File: src/hdl/dmul_pkg.sv
`timescale 1ns / 1ps
`default_nettype none

package dmul_pkg;

   localparam int PAIR_LIMIT = 32;
   localparam int IDX_W      = $clog2(PAIR_LIMIT);
   localparam int CNT_W      = $clog2(PAIR_LIMIT + 1);
   localparam int STEP_W     = $clog2(2 * PAIR_LIMIT);
   localparam int DIGIT_W    = 4;
   localparam int PROD_W     = 2 * DIGIT_W;
   localparam int COL_W      = 12;
   localparam int CARRY_W    = 9;
   localparam int RADIX      = 10;
   localparam int MAX_DIGIT  = 9;
   localparam int DIV_MULT   = 6554;
   localparam int DIV_SHIFT  = 16;
   localparam int DIV_PROD_W = 25;

   typedef struct packed {
      logic [DIGIT_W-1:0] digit_a;
      logic [DIGIT_W-1:0] digit_b;
      logic               last_pair;
   } req_type;

   typedef struct packed {
      logic [DIGIT_W-1:0] product_digit;
      logic               last_digit;
   } rsp_type;

   typedef struct packed {
      logic load;
      logic first;
      logic clr_acc;
      logic step;
   } cell_ctrl_type;

   typedef enum logic {
      ST_LOAD,
      ST_RUN
   } state_type;

   function automatic logic [DIGIT_W-1:0] clamp_digit(input logic [DIGIT_W-1:0] d);
      clamp_digit = (d > DIGIT_W'(MAX_DIGIT)) ? DIGIT_W'(MAX_DIGIT) : d;
   endfunction

endpackage

`default_nettype wire

File: src/hdl/dmul_cell.sv
`timescale 1ns / 1ps
`default_nettype none

module dmul_cell (
   input  wire logic                              clock,
   input  wire dmul_pkg::cell_ctrl_type           ctrl,
   input  wire logic                              sel,
   input  wire logic [dmul_pkg::DIGIT_W-1:0]      din_a,
   input  wire logic [dmul_pkg::DIGIT_W-1:0]      din_b,
   input  wire logic [dmul_pkg::DIGIT_W-1:0]      b_up,
   input  wire logic [dmul_pkg::COL_W-1:0]        acc_up,
   input  wire logic [dmul_pkg::DIGIT_W-1:0]      b_bcast,
   output logic      [dmul_pkg::DIGIT_W-1:0]      b_out,
   output logic      [dmul_pkg::COL_W-1:0]        col_out
);

   logic [dmul_pkg::DIGIT_W-1:0] a_ff, a_in;
   logic [dmul_pkg::DIGIT_W-1:0] b_ff, b_in;
   logic [dmul_pkg::COL_W-1:0]   acc_ff, acc_in;
   logic [dmul_pkg::PROD_W-1:0]  prod;

   assign prod    = dmul_pkg::PROD_W'(a_ff) * dmul_pkg::PROD_W'(b_bcast);
   assign col_out = acc_ff + dmul_pkg::COL_W'(prod);
   assign b_out   = b_ff;

   always_comb begin
      a_in = a_ff;
      b_in = b_ff;
      if (ctrl.load && sel) begin
         a_in = din_a;
         b_in = din_b;
      end else if (ctrl.load && ctrl.first) begin
         a_in = '0;
         b_in = '0;
      end else if (ctrl.step) begin
         b_in = b_up;
      end
   end

   always_comb begin
      acc_in = acc_ff;
      if (ctrl.clr_acc) begin
         acc_in = '0;
      end else if (ctrl.step) begin
         acc_in = acc_up;
      end
   end

   always_ff @(posedge clock) begin
      a_ff   <= a_in;
      b_ff   <= b_in;
      acc_ff <= acc_in;
   end

endmodule

`default_nettype wire

File: src/hdl/decimal_digit_multiplier.sv
`timescale 1ns / 1ps
`default_nettype none

// Decimal digit multiplier.
// Input channel (req_): one digit pair per transaction, least significant
// first; digits above nine are stored as nine. The pair flagged last_pair
// ends the operand and starts the multiplication. Pairs past the 32nd are
// dropped, but a dropped last_pair still starts the run.
// Result channel (rsp_): 2n product digits for n stored pairs, least
// significant first, last_digit set on the final one.
// A row of 32 cells holds the digits and the column sums; each run step adds
// one digit of B times all of A into the row and shifts one finished column
// out, so a run takes 2n steps. After the last pair, the first digit passes
// through the column register and the output register; digits then follow
// one per cycle while the receiver is ready.
// req_ready is low while a run is stepping. A stalled receiver holds the
// output register and freezes the row; nothing is lost.
// Reset empties the pipeline and returns to loading; digit cells need no reset.

module decimal_digit_multiplier (
   input  wire logic              clock,
   input  wire logic              reset,
   input  wire logic              req_valid,
   output logic                   req_ready,
   input  wire dmul_pkg::req_type req_data,
   output logic                   rsp_valid,
   input  wire logic              rsp_ready,
   output dmul_pkg::rsp_type      rsp_data
);

   localparam int N = dmul_pkg::PAIR_LIMIT;

   dmul_pkg::state_type     state_ff, state_in;
   dmul_pkg::cell_ctrl_type ctrl;

   logic [dmul_pkg::CNT_W-1:0]   count_ff, count_in;
   logic [dmul_pkg::CNT_W-1:0]   n_ff, n_in;
   logic [dmul_pkg::STEP_W-1:0]  t_ff, t_in;
   logic                         col_vld_ff, col_vld_in;
   logic [dmul_pkg::COL_W-1:0]   col_ff;
   logic                         col_last_ff;
   logic [dmul_pkg::CARRY_W-1:0] carry_ff, carry_in;
   logic                         rsp_valid_ff, rsp_valid_in;
   dmul_pkg::rsp_type            rsp_ff;

   logic                            accept, has_room, step, final_step, norm_move;
   logic [dmul_pkg::STEP_W:0]       step_end;
   logic [dmul_pkg::COL_W-1:0]      norm_v;
   logic [dmul_pkg::DIV_PROD_W-1:0] div_prod;
   logic [dmul_pkg::CARRY_W-1:0]    norm_q;
   logic [dmul_pkg::COL_W-1:0]      norm_r;
   logic [dmul_pkg::DIGIT_W-1:0]    din_a, din_b;

   logic [dmul_pkg::DIGIT_W-1:0] b_link   [N+1];
   logic [dmul_pkg::COL_W-1:0]   col_link [N+1];

   assign accept     = req_valid && req_ready;
   assign has_room   = count_ff < dmul_pkg::CNT_W'(N);
   assign step_end   = ({1'b0, dmul_pkg::STEP_W'(n_ff)} << 1) -
                       (dmul_pkg::STEP_W + 1)'(1);
   assign final_step = ({1'b0, t_ff} == step_end);
   assign norm_move  = col_vld_ff && (!rsp_valid_ff || rsp_ready);
   assign din_a      = dmul_pkg::clamp_digit(req_data.digit_a);
   assign din_b      = dmul_pkg::clamp_digit(req_data.digit_b);

   assign ctrl.load    = accept && has_room;
   assign ctrl.first   = (count_ff == '0);
   assign ctrl.clr_acc = accept && req_data.last_pair;
   assign ctrl.step    = step;

   assign b_link[N]   = '0;
   assign col_link[N] = '0;

   for (genvar i = 0; i < N; i++) begin : g_cell
      dmul_cell u_cell (
         .clock   (clock),
         .ctrl    (ctrl),
         .sel     (count_ff[dmul_pkg::IDX_W-1:0] == dmul_pkg::IDX_W'(i)),
         .din_a   (din_a),
         .din_b   (din_b),
         .b_up    (b_link[i+1]),
         .acc_up  (col_link[i+1]),
         .b_bcast (b_link[0]),
         .b_out   (b_link[i]),
         .col_out (col_link[i])
      );
   end

   always_comb begin
      state_in = state_ff;
      unique case (state_ff)
         dmul_pkg::ST_LOAD: begin
            if (req_valid && req_data.last_pair) begin
               state_in = dmul_pkg::ST_RUN;
            end
         end
         dmul_pkg::ST_RUN: begin
            if (step && final_step) begin
               state_in = dmul_pkg::ST_LOAD;
            end
         end
         default: state_in = dmul_pkg::ST_LOAD;
      endcase
   end

   always_comb begin
      req_ready = 1'b0;
      step      = 1'b0;
      unique case (state_ff)
         dmul_pkg::ST_LOAD: req_ready = 1'b1;
         dmul_pkg::ST_RUN:  step      = !col_vld_ff || norm_move;
         default: begin
            req_ready = 1'b0;
            step      = 1'b0;
         end
      endcase
   end

   always_comb begin
      count_in = count_ff;
      n_in     = n_ff;
      if (accept) begin
         if (req_data.last_pair) begin
            count_in = '0;
            n_in     = count_ff + dmul_pkg::CNT_W'(has_room);
         end else if (has_room) begin
            count_in = count_ff + dmul_pkg::CNT_W'(1);
         end
      end
   end

   always_comb begin
      t_in = t_ff;
      if (ctrl.clr_acc) begin
         t_in = '0;
      end else if (step) begin
         t_in = t_ff + dmul_pkg::STEP_W'(1);
      end
   end

   // base-10 normalize: quotient by reciprocal multiply, exact below 2**14
   assign norm_v   = col_ff + dmul_pkg::COL_W'(carry_ff);
   assign div_prod = dmul_pkg::DIV_PROD_W'(norm_v) *
                     dmul_pkg::DIV_PROD_W'(dmul_pkg::DIV_MULT);
   assign norm_q   = div_prod[dmul_pkg::DIV_SHIFT +: dmul_pkg::CARRY_W];
   assign norm_r   = norm_v - dmul_pkg::COL_W'(norm_q) * dmul_pkg::COL_W'(dmul_pkg::RADIX);

   always_comb begin
      col_vld_in = col_vld_ff;
      if (step) begin
         col_vld_in = 1'b1;
      end else if (norm_move) begin
         col_vld_in = 1'b0;
      end
   end

   always_comb begin
      carry_in     = carry_ff;
      rsp_valid_in = rsp_valid_ff;
      if (norm_move) begin
         carry_in     = col_last_ff ? '0 : norm_q;
         rsp_valid_in = 1'b1;
      end else if (rsp_ready) begin
         rsp_valid_in = 1'b0;
      end
   end

   always_ff @(posedge clock) begin
      if (reset) begin
         state_ff     <= dmul_pkg::ST_LOAD;
         count_ff     <= '0;
         n_ff         <= '0;
         t_ff         <= '0;
         col_vld_ff   <= 1'b0;
         carry_ff     <= '0;
         rsp_valid_ff <= 1'b0;
      end else begin
         state_ff     <= state_in;
         count_ff     <= count_in;
         n_ff         <= n_in;
         t_ff         <= t_in;
         col_vld_ff   <= col_vld_in;
         carry_ff     <= carry_in;
         rsp_valid_ff <= rsp_valid_in;
      end
   end

   always_ff @(posedge clock) begin
      if (step) begin
         col_ff      <= col_link[0];
         col_last_ff <= final_step;
      end
      if (norm_move) begin
         rsp_ff.product_digit <= norm_r[dmul_pkg::DIGIT_W-1:0];
         rsp_ff.last_digit    <= col_last_ff;
      end
   end

   assign rsp_valid = rsp_valid_ff;
   assign rsp_data  = rsp_ff;

endmodule

`default_nettype wire

File: config.mk
export PLATFORM = sky130hd
export DESIGN_NAME = decimal_digit_multiplier
export DESIGN_NICKNAME = d
export VERILOG_FILES = /design/src/hdl/dmul_pkg.sv /design/src/hdl/dmul_cell.sv /design/src/hdl/decimal_digit_multiplier.sv
export SDC_FILE = /design/constraint.sdc
export NUM_CORES = 2
export LEC_CHECK = 0
export BUFFER_PORTS_ARGS = -buffer_cell sky130_fd_sc_hd__buf_2
export CAP_MARGIN = 0
export CORE_AREA = 2 2 328 330
export CTS_CLUSTER_DIAMETER = 100
export DETAILED_ROUTE_END_ITERATION = 16
export DIE_AREA = 0 0 330 332
export SETUP_SLACK_MARGIN = 0.5
export SLEW_MARGIN = 20
export SYNTH_ARGS = -nofsm -noshare
export SYNTH_HDL_FRONTEND = slang
export SYNTH_SLANG_ARGS = --single-unit
File: constraint.sdc
create_clock -name clock -period 7 [get_ports clock]
set_input_delay 1.4 -clock clock [delete_from_list [all_inputs] [get_ports clock]]
set_output_delay 1.4 -clock clock [all_outputs]
set_load 0.03 [all_outputs]
# After elaboration in Yosys (flattened, before gate mapping)
# Index checks and enable logic that the tools add are counted.
# totals
ram_bits	0
elab_cells	471
latchBits	0
n_memories	0
romBits	0
in_bits	13
output_inout_bits	7
ff_bits	672
# classes
reduce_logical	115
order_cmp	3
n_eq_ne	32
bitwise	1
shifts	0
div	0
addsub	37
n_mul	34
muxes	143
# op_table
operator	count
two-way mux 4 bit	131
adder 12 x 8 -> 12 bit	30
multiplier 4 x 4 -> 8 bit	32
nonzero test 3 bit	32
== test 5 bit (second input constant)	16
nonzero test 2 bit	35
== test 5 x 4 -> 1 bit (second input constant)	8
logical AND 1 bit	39
multiplier 12 x 12 -> 24 bit (second input constant)	1
== test 5 x 3 -> 1 bit (second input constant)	4
adder 12 x 9 -> 12 bit	1
adder 6 x 1 -> 6 bit (second input constant)	2
two-way mux 6 bit	2
== test 5 x 2 -> 1 bit (second input constant)	2
adder 8 x 8 -> 9 bit	1
multiplier 9 x 3 -> 3 bit (second input constant)	1
two-way mux 9 bit	1
> comparator 4 bit (second input constant)	2
two-way mux 1 bit	8
== test 6 x 7 -> 1 bit	1
subtractor 7 x 1 -> 7 bit (second input constant)	1
adder 6 x 1 -> 6 bit	1
zero test 6 bit	1
< comparator 6 bit (second input constant)	1
other kinds (9)	12

# Longest topological paths before layout
# logic_depth
depth_word	8
mapped_depth	28
mapped_depth_nobuf	28

# Modules after synthesis
# A second synthesis with hierarchy kept.
# hier_totals
cells_unflattened	5080
area_unflattened_um2	53502.6
# by_module_without_submodules
mod	cells_each	area_each_um2	seq_area_each_um2	instances
dmul_cell (g_cell[0].u_cell ...)	140	1500.2	480.5	29
decimal_digit_multiplier	587	5435.2	1141.1	1
dmul_cell (g_cell[9].u_cell)	153	1544.0	480.5	1
dmul_cell (g_cell[19].u_cell)	140	1511.4	480.5	1
dmul_cell (g_cell[8].u_cell)	140	1506.4	480.5	1

# Least setup slack after synthesis
# No wires, ideal clock.
# synth_timing
kind	flip-flop to flip-flop
from	register col_ff[0] (netlist name)
to	register rsp_ff, in the netlist rsp_data[4], data pin
arrival_time_ps	6195
n_path_buf	0
synth_period_minus_slack_ps	6459
stages_incl_launch_ff	28
setup_slack_ps	541
setup_ps	264
required_ps	6736
path_cell_list	edfxtp_1 -> ha_1 -> fa_1 -> a21o_1 -> a211oi_1 -> nor2_1 -> nor2_1 -> xnor2_1 -> ha_1 -> inv_1 -> fa_1 -> inv_1 -> fa_1 -> fa_1 -> inv_1 -> fa_1 -> inv_1 -> ha_1 -> inv_1 -> o21ai_0 -> a31oi_1 -> o21ai_0 -> xor2_1 -> ha_1 -> fa_1 -> xnor2_1 -> xnor2_1 -> xnor2_1
# synth_between
elab_chain_len	4
# synth_lines
element	line	rtl
start: declaration	decimal_digit_multiplier.sv:40	logic [dmul_pkg::COL_W-1:0] col_ff;
start signal: assignment	decimal_digit_multiplier.sv:190	col_ff <= col_link[0];
adder 12 x 9 -> 12 bit (*)	decimal_digit_multiplier.sv:142	assign norm_v = col_ff + dmul_pkg::COL_W'(carry_ff);
multiplier 12 x 12 -> 24 bit	decimal_digit_multiplier.sv:143	assign div_prod = dmul_pkg::DIV_PROD_W'(norm_v) *
multiplier 9 x 3 -> 3 bit	decimal_digit_multiplier.sv:146	assign norm_r = norm_v - dmul_pkg::COL_W'(norm_q) * dmul_pkg::COL_W'(dmul_pkg::RADIX);
subtractor 4 bit (*)	decimal_digit_multiplier.sv:146	
named net norm_r (one bit)	decimal_digit_multiplier.sv:51	logic [dmul_pkg::COL_W-1:0] norm_r;
end: declaration	decimal_digit_multiplier.sv:44	dmul_pkg::rsp_type rsp_ff;
# The timed path passes the listed nets; every way through them passes the cells marked *.
# A chain may end at the register's enable or synchronous reset.

# Final worst setup path
# Same ends and word-level chain as after synthesis.

==> Implementation_results.wiki <==
{| class="wikitable"
! Metric !! Value
|-
| Run status || complete, but fails checks
|-
| Violations in the final reports || DRC
|-
| Type of element capturing the critical path || register
|-
| CP Buf/Inv Count || 8
|-
| First-pass GRT wire length || ~200000 µm
|-
| H-Tree Depth || 3
|-
| Fin cells || 7345
|-
| Switching part of the total power || a little over two fifths
|-
| Crit path launch type || register
|-
| Part of the total power dissipated in sequential elements || 19.1%
|-
| Number of antenna cells inserted || 0
|-
| Initial core utilization || 49.4%
|-
| Power dissipated by switching net loads || 12.6 mW
|-
| IR drop worst, VDD || 1.63 mV
|-
| Crit path max fanout || 4
|-
| Global Route Usage Sum || roughly 22%
|-
| Unrepaired setup endpoints after global routing || true
|-
| Util after Layout || 53.7%
|-
| Final number of hold-violating endpoints || 0
|-
| Antenna violations before repair || 0
|-
| Number of design-rule violations left by the first detailed-router iteration || roughly 2000
|-
| Worst Reg2Reg Path Length in Cells || 28
|-
| Peak Freq || 0.155 GHz
|-
| TritonRoute pass-1 iters || 11
|-
| Count of clock tree sinks || 666
|-
| Cell type with the highest aggregate area in the netlist || ha_1
|-
| Leakage component of the power || 26.8 nW
|-
| Inst Count DP || 7164
|-
| Die Footprint || 110000 µm²
|-
| Type of the setup path with the least slack || reg2reg
|-
| Post-Synthesis Mean Instance Area || between 8 and 9 µm²
|-
| Final clock period utilization by the worst path || roughly 90%
|-
| TritonCTS clock tree || built
|-
| Die height || 332 µm
|-
| Top-Level Pins || 20
|-
| Synth async-reset ratio || 0%
|-
| Yosys warning total || 0
|-
| Mapped Nets || roughly 7000
|-
| Most frequently used flop master after synthesis || dfxtp_1
|-
| Number of synthesized flops with an enable pin || 274
|-
| Post-detailed-route wirelength per cell || 16.2 µm
|-
| WL final || 119000 µm
|-
| Tot Pwr || 29.5 mW
|-
| Distinct cells, synth || 65
|-
| Hold buffers post-CTS || 0
|-
| Number of DRC violations after detailed routing || 1
|-
| Largest net degree at the start of global routing || 178
|-
| Part of the total power dissipated in combinational logic || 66.0%
|-
| Arrival time worst endpoint || around 6.9 ns
|-
| Required time at the worst-slack endpoint || 7.41 ns
|-
| Tightest slew margin relative to the limit || 25.3%
|-
| Post-synthesis sequential area ratio || 30.6%
|-
| Final Wtd Congestion || 0.824
|-
| Clock slew at the register clock pins of the worst setup and hold paths || approximately 0.060 ns
|-
| Final setup viols || 0
|-
| Reg-to-reg setup timing slack || around 0.55 ns
|-
| Area Growth Syn to Fin || 8.66%
|-
| Post-detailed-route count of antenna-violating nets || 0
|-
| Cell-internal power || 16.8 mW
|-
| Final count of pins violating max slew || 0
|-
| Count of input and output buffers || 19
|-
| Aggregate negative setup slack || 0 ns
|-
| CTS root buffer || clkbuf_16
|-
| Placed wire-length estimate || 81500 µm
|-
| FF+latch count, synth || 666
|-
| Post-synthesis cell count || approximately 6000
|-
| Clock Skews || 0.0229 ns
|-
| Top post-synthesis cells by area || ha_1 16%, edfxtp_1 16%, dfxtp_1 15%
|-
| Peak per-stage delay on the critical path || 0.53 ns
|-
| Number of instances on the worst hold path || 2
|-
| Crit path time final || 6.45 ns
|-
| Cell with the most instances after synthesis || inv_1
|-
| Kind of cell adding the most delay to the critical path || adder cells
|-
| Via count of the first global-routing pass || ~38000
|-
| Pwr per Cell Area || approximately 520 nW/µm²
|-
| Fraction of post-synthesis cell area in the top cell type by area || 16.0%
|-
| Total global routing overflow || 0
|-
| Transition time at the pin with the least slew margin || ~1.1 ns
|-
| Number of clock buffers inserted by TritonCTS || 84
|-
| Clock network latency to the later pin of the worst-skew pair || around 0.66 ns
|-
| Routed via count divided by cell count || ~5.3
|-
| FP Rows || 120
|-
| Area of the placeable core || 106000 µm²
|-
| Slowest cell on crit path || fa_1
|-
| Die width || 330 µm
|-
| Most instantiated cells after synthesis || 887 x inv_1, 714 x nand2_1, 672 x ha_1, 392 x dfxtp_1, 384 x nor2_1
|-
| Number of maximum-capacitance constraint violations || 0
|-
| Cell area after synthesis || approximately 53000 µm²
|-
| Total number of vias || roughly 39000
|-
| Worst Hold Class || reg2reg
|-
| Clock Tree Buf Depth || 3
|-
| Net count of the finished layout || 6878
|-
| Proportion of power drawn by the clock network || 14.9%
|-
| Path length in cells of the critical path || 28
|-
| Fraction of layout instances using a drive strength above 1 || 5.33%
|}
metal layers:
| layer | track usage, % | part of all wire, % | wire length (µm) | vias up |
|---|---|---|---|---|
| met5 | 0 | 0 | 0 | - |
| li1 | - | - | - | 19500 |
| met3 | 2.47 | 3.0 | 3570 | 144 |
| met2 | 37.7 | 47 | 56100 | 513 |
| met1 | 29.6 | 47 | 56100 | 18500 |
| met4 | 5.66 | 2.5 | 2950 | 0 |
cell families after synthesis:
family | Yosys count | synth area share, %
flops | 666 | 30.6
xor+xnor | 215 | 3.59
buf+inv | 1151 | 8.31
compound gates | 1050 | 12.3
simple gates | 1883 | 16.7
fa+ha+maj | 995 | 28.3
mux | 5 | 0.0953
worst min-delay path, stage by stage (launching register included):
cell and delay, ns:
dfxtp_1 0.31, nand2_1 0.05, a21oi_1 0.05
placed cells by master, fill, tap and decap left out, types with 19 or more instances in the layout:
cell and instances:
a32o_1 20, buf_2 19, and3_1 38, a211oi_1 136, o22ai_1 20, o21bai_1 28, buf_4 54, a31oi_1 22
xor2_1 51, and2_1 310, o21ai_0 228, nand2_1 710, ha_1 660, fa_1 321, dfxtp_1 392, nand3_1 172
nor2b_1 87, edfxtp_1 274, or2_2 25, nor2_1 376, xnor2_1 156, a21o_1 69, inv_1 878, o21ai_1 62
o31a_1 25, clkbuf_16 89, nor3_1 89, o21a_1 41, a21oi_1 327
registers in the layout, indices dropped and copies added (netlist names):
register and flops:
rsp_valid 1, count_ff 6, n_ff 6, rsp_data 5
col_last_ff 1, g_cell.u_cell.acc_ff 362, col_ff 12, g_cell.u_cell.b_out 128
t_ff 6, col_vld_ff 1, state_ff 1, g_cell.u_cell.a_ff 128
carry_ff 9
final timing paths:
check,endpoint,startpoint
max reg2reg,rsp_data[4]$_DFFE_PP_,col_ff[0]$_DFFE_PP_
min,g_cell[22].u_cell.acc_ff[5]$_SDFFE_PP0P_,g_cell[22].u_cell.acc_ff[5]$_SDFFE_PP0P_
max,rsp_data[4]$_DFFE_PP_,col_ff[0]$_DFFE_PP_
min reg2reg,g_cell[22].u_cell.acc_ff[5]$_SDFFE_PP0P_,g_cell[22].u_cell.acc_ff[5]$_SDFFE_PP0P_
stage by stage:
step                hold slack (ns)  cell area [µm²]  setup WS (ns)
CTS                           0.453            56700          0.518
global route                  0.466            57000          0.357
floorplan                     0.424            52500          0.541
detailed placement            0.444            53800          0.128
finish                        0.450            57000          0.550
global placement              0.438            53800          0.163
timing repair:
item                       4_1_cts  5_1_grt
cloned                           0        0
setup buffers                    9       14
gates resized for setup         19       44
setup endpoints to repair        2        5
pin swaps                       11       49
final cells by class:
cell class | instances | area [µm²]
Clock buffer | 114 | 2410
Clock inverter | 44 | 364
Fill cell | 9863 | 49300
Inverter | 889 | 3350
Multi-Input combinational cell | 4148 | 32400
Sequential cell | 666 | 16100
Tap cell | 1403 | 1760
Timing Repair Buffer | 81 | 652
power groups by stage:
stage	Combinational [mW]	Clock [mW]	Sequential, mW
floorplan	12.7	0	5.52
global placement	15.7	0	5.67
detailed placement	15.4	0	5.68
CTS	16.7	4.49	5.61
global route	21.8	4.62	5.72
finish	19.4	4.38	5.63
No activity file was read; power rests on OpenSTA's default activity.
